--- config.mk ---
export PLATFORM = sky130hd
export DESIGN_NAME = mtcr_attr_decode
export DESIGN_NICKNAME = d
export VERILOG_FILES = /design/src/mtcr_pkg.sv /design/src/mtcr_attr_decode.sv
export SDC_FILE = /design/constraint.sdc
export NUM_CORES = 1
export LEC_CHECK = 0
export BUFFER_PORTS_ARGS = -buffer_cell sky130_fd_sc_hd__buf_2
export CORE_MARGIN = 2
export CORE_UTILIZATION = 31
export DETAILED_ROUTE_END_ITERATION = 16
export GPL_TIMING_DRIVEN = 0
export PLACE_DENSITY = 0.84
export SLEW_MARGIN = 10
export SYNTH_ARGS = -nofsm -noshare
export SYNTH_HDL_FRONTEND = slang
export SYNTH_SLANG_ARGS = --single-unit
--- constraint.sdc ---
create_clock -name vclk -period 1.5
set_input_delay 0.3 -clock vclk [all_inputs]
set_output_delay 0.3 -clock vclk [all_outputs]
set_load 0.01 [all_outputs]
--- src/mtcr_pkg.sv ---
// ----------------------------------------------------------------------------
// mtcr_pkg
// Shared types and constants for the monochrome text cell row renderer.
// ----------------------------------------------------------------------------
package mtcr_pkg;

    localparam int FONT_DEPTH    = 4096;
    localparam int FONT_AW       = 12;
    localparam int GLYPH_ROWS    = 16;
    localparam int CELL_PIXELS   = 9;
    localparam int COLOR_W       = 24;

    localparam logic [0:0] CMD_LOAD   = 1'b0;
    localparam logic [0:0] CMD_RENDER = 1'b1;

    localparam logic [0:0] REG_REGULAR_COLOR = 1'b0;
    localparam logic [0:0] REG_INTENSE_COLOR = 1'b1;

    localparam logic [23:0] REGULAR_COLOR_RESET = 24'hCC9900;
    localparam logic [23:0] INTENSE_COLOR_RESET = 24'hFFCF00;

    localparam logic [7:0] ATTR_CLASS_MASK = 8'h77;
    localparam logic [7:0] ATTR_BLANK      = 8'h00;
    localparam logic [7:0] ATTR_INVERTED   = 8'h70;
    localparam logic [2:0] ATTR_UNDERLINE  = 3'b001;
    localparam logic [3:0] UNDERLINE_ROW   = 4'd14;

    localparam logic [8:0] ALL_PIXELS = 9'h1FF;

    typedef struct packed {
        logic [7:0] glyph;
        logic [7:0] attr;
        logic [3:0] row;
        logic       blink_on;
    } cell_t;

endpackage

--- src/mtcr_attr_decode.sv ---
// ----------------------------------------------------------------------------
// mtcr_attr_decode
// Resolves one cell row: attribute classes, underline, blink and colour.
// ----------------------------------------------------------------------------
module mtcr_attr_decode (
    input  mtcr_pkg::cell_t cur_cell,
    input  logic [23:0]     regular_color,
    input  logic [23:0]     intense_color,
    output logic [8:0]      lit_mask,
    output logic [23:0]     pixel_color
);
    import mtcr_pkg::*;

    logic [7:0] glyph_row;
    logic [8:0] glyph_mask;
    logic       visible;
    logic       is_blank;
    logic       is_inverted;
    logic       underline;

    always_comb begin
        glyph_row   = (cur_cell.row < 4'(GLYPH_ROWS - 1) || cur_cell.row == 4'(GLYPH_ROWS - 1))
                      ? cur_cell.glyph : 8'h00;
        glyph_mask  = {glyph_row, 1'b0};
        visible     = !cur_cell.attr[7] || cur_cell.blink_on;
        is_blank    = (cur_cell.attr & ATTR_CLASS_MASK) == ATTR_BLANK;
        is_inverted = (cur_cell.attr & ATTR_CLASS_MASK) == ATTR_INVERTED;
        underline   = cur_cell.attr[2:0] == ATTR_UNDERLINE && cur_cell.row == UNDERLINE_ROW;

        pixel_color = cur_cell.attr[3] ? intense_color : regular_color;
        lit_mask    = '0;
        priority if (is_blank) begin
            pixel_color = '0;
        end else if (is_inverted) begin
            lit_mask = visible ? (ALL_PIXELS & ~glyph_mask) : ALL_PIXELS;
        end else if (visible) begin
            lit_mask = underline ? ALL_PIXELS : glyph_mask;
        end
    end

endmodule

==> flow_summary.toml <==
[run_status]
status = "finished, violations left"
violations = "negative setup slack"

[place]
place_ws_ps = -392.1
io_buffer_count = 101
dp.cells = 220
hpwl_mm = 2.144
globalplace.congestion = 0.6512

[critical_path]
path_cells = "buf_6, nor3_4, nor4b_4, buf_6, buf_6, a211oi_1, buf_2"
crit_path_top_delay_cell = "nor3_4"
cp-end-kind = "output port"
worstSetupPathType = "input port to output port"
worst_path_largest_cell_delay_ps = 250
path_buf_inv = 4
cp.required_ps = 1200
startpoint_type = "input port"
path_max_fanout = 7
critPathLaunch = "cur_cell[6]"
crit_family = "buffers and inverters"
cp.arrival_ps = 1400
crit_top_cell = "buf_6"

[sta]
slew-limit-headroom = 0.8060
post-route-period-util = 1.133
fin_ws_ps = -199.1
tightest_slew_ps = 282.9
max_clock_freq_ghz = 0.5886
hold_viol_final = 0
min_period_ps = 1699
setup-violations-final = 32
finalMaxSlewViolations = 0
holdWs_ps = 927.6
fin_setup_tns_ps = -5894
rsz0062_at_grt = "yes"

[final_layout]
area_growth_pct = 106.9
diodes = 0
multiInputGateArea_um2 = 691.9
final-instance-count-excl-fill = 225
clkbuf_count = 0
seq_cell_count = 0
final_core_util = 0.6616
layout.nets = 268
register_area_um2 = 0
layout-drive-gt1-share = 0.6904
fillers = 181

[hold_path]
min_from = "regular_color[14]"
hp-class = "input port to output port"

[floorplan]
ios = 102
std_cell_rows = 17
fp.dieH_um = 51.07
initial_core_util = 0.3197
die_w_um = 51.07
design.die.area_um2 = 2608
core_area_um2 = 2148

[synthesis]
yosysSeqAreaShare = 0
synth_top_area_frac = 0.3497
synth-compound-area-share = 0.1749
netlist_area_um2 = 686.9
synth_top_family_by_area = "simple AND/OR/NAND/NOR gates"
yosysTopAreaCell = "mux2i_1"
yosys.area_share.simple = 0.3661
syn_inst = 91
synthXorXnorAreaFrac = 0
yosysWarnings = 0
syn_area_per_cell_um2 = 7.548
synth_cell_type_count = 15
synthMuxAreaShare = 0.3497
ys_top_cells_by_area = "mux2i_1 (35%), nor2_1 (13%), and4_1 (10%)"
postSynthNetCount = 160
synth_adder_area_share = 0

[detailed_routing]
drt_iter0_drc = 14
via_per_inst = 5.022
drc = 0
dr.pass1.iters = 4
wl_per_cell_um = 13.61
routed_wl_mm = 3.062
antenna_left = 0
dr_total_vias = 1130

[power_and_ir_drop]
p_leak_nw = 0.7887
ir_worst_vdd_mv = 0.1274
pwr_density_cell_nw_per_um2 = 280.6

[job]
drv_cap = 0

[clock_network]
cts.hold.buffers_added = 0

[global_route]
grt_pass1_wl_mm = 3.988
antenna_found_initial = 0
grt_max_degree = 11
grt_pass1_vias = 939
grtUsageTotal = 0.1880
grt-ovfl-total = 0
synth_stat cells:
cell and instances:
a22oi_1 8, nand2_1 2, nor2b_1 1, mux2i_1 24
nand2b_1 1, and4bb_2 1, and4_1 8, buf_6 4
nor4b_4 1, nor3_4 1, nand4_2 1, and3_1 1
nor2_1 24, a211oi_1 8, buf_2 6
area by class of cell:
cell class,count,share of cell area
timing repair buffer,107,0.4331
buffer,9,0.05546
multi-input combinational,81,0.4868
tap,28,0.02465
final timing paths:
kind	slack (ps)	end	cells after the start
hold / removal	930	pixel_color[14]	4
setup / recovery	-200	lit_mask[7]	7
stage by stage:
| step | cell area (µm²) | total power, mW |
|---|---|---|
| floorplan | 686.9 | 0.1636 |
| global placement | 1227 | 0.3293 |
| detailed placement | 1227 | 0.3346 |
| CTS | 1308 | 0.3494 |
| global route | 1421 | 0.4285 |
| finish | 1421 | 0.3989 |
logic make-up after synthesis:
| family | after synthesis |
|---|---|
| AO/OA/AOI/OAI | 16 |
| AND/OR/NAND/NOR | 41 |
| buffers and inverters | 10 |
| multiplexers | 24 |
power breakdown:
group	internal [mW]	total [mW]	switching (mW)
sequential	0	0	0
combinational	0.217	0.399	0.182
clock	0	0	0
cells in the final DEF, fill, tap and decap left out, drive strengths merged:
master,netlist,layout
nor2,24,24
and4,8,8
a211oi,8,8
and3,1,1
and4bb,1,1
nor3,1,1
nand2b,1,1
nor4b,1,1
buf,10,116
nor2b,1,1
nand4,1,1
mux2i,24,24
a22oi,8,8
nand2,2,2
tightest hold or removal path, cell delays in order:
cell and delay [ps]:
buf_2 80, mux2i_1 50, nor2_1 70, buf_2 130
timing repair:
item / CTS / global route
gates cloned: 3 / 0
resized for setup: 13 / 28
pin swaps: 14 / 9
buffers inserted: 3 / 0
endpoints found under the setup margin: 33 / 33
layer usage:
| metal | global-route usage | wire, µm | vias to the layer above |
|---|---|---|---|
| li1 | - | - | 562 |
| met1 | 0.2018 | 1045 | 502 |
| met2 | 0.3723 | 1649 | 62 |
| met3 | 0.04386 | 331 | 4 |
| met4 | 0.02703 | 36 | 0 |
| met5 | 0 | 0 | - |
Note: power is estimated with default switching activity, not from simulation.
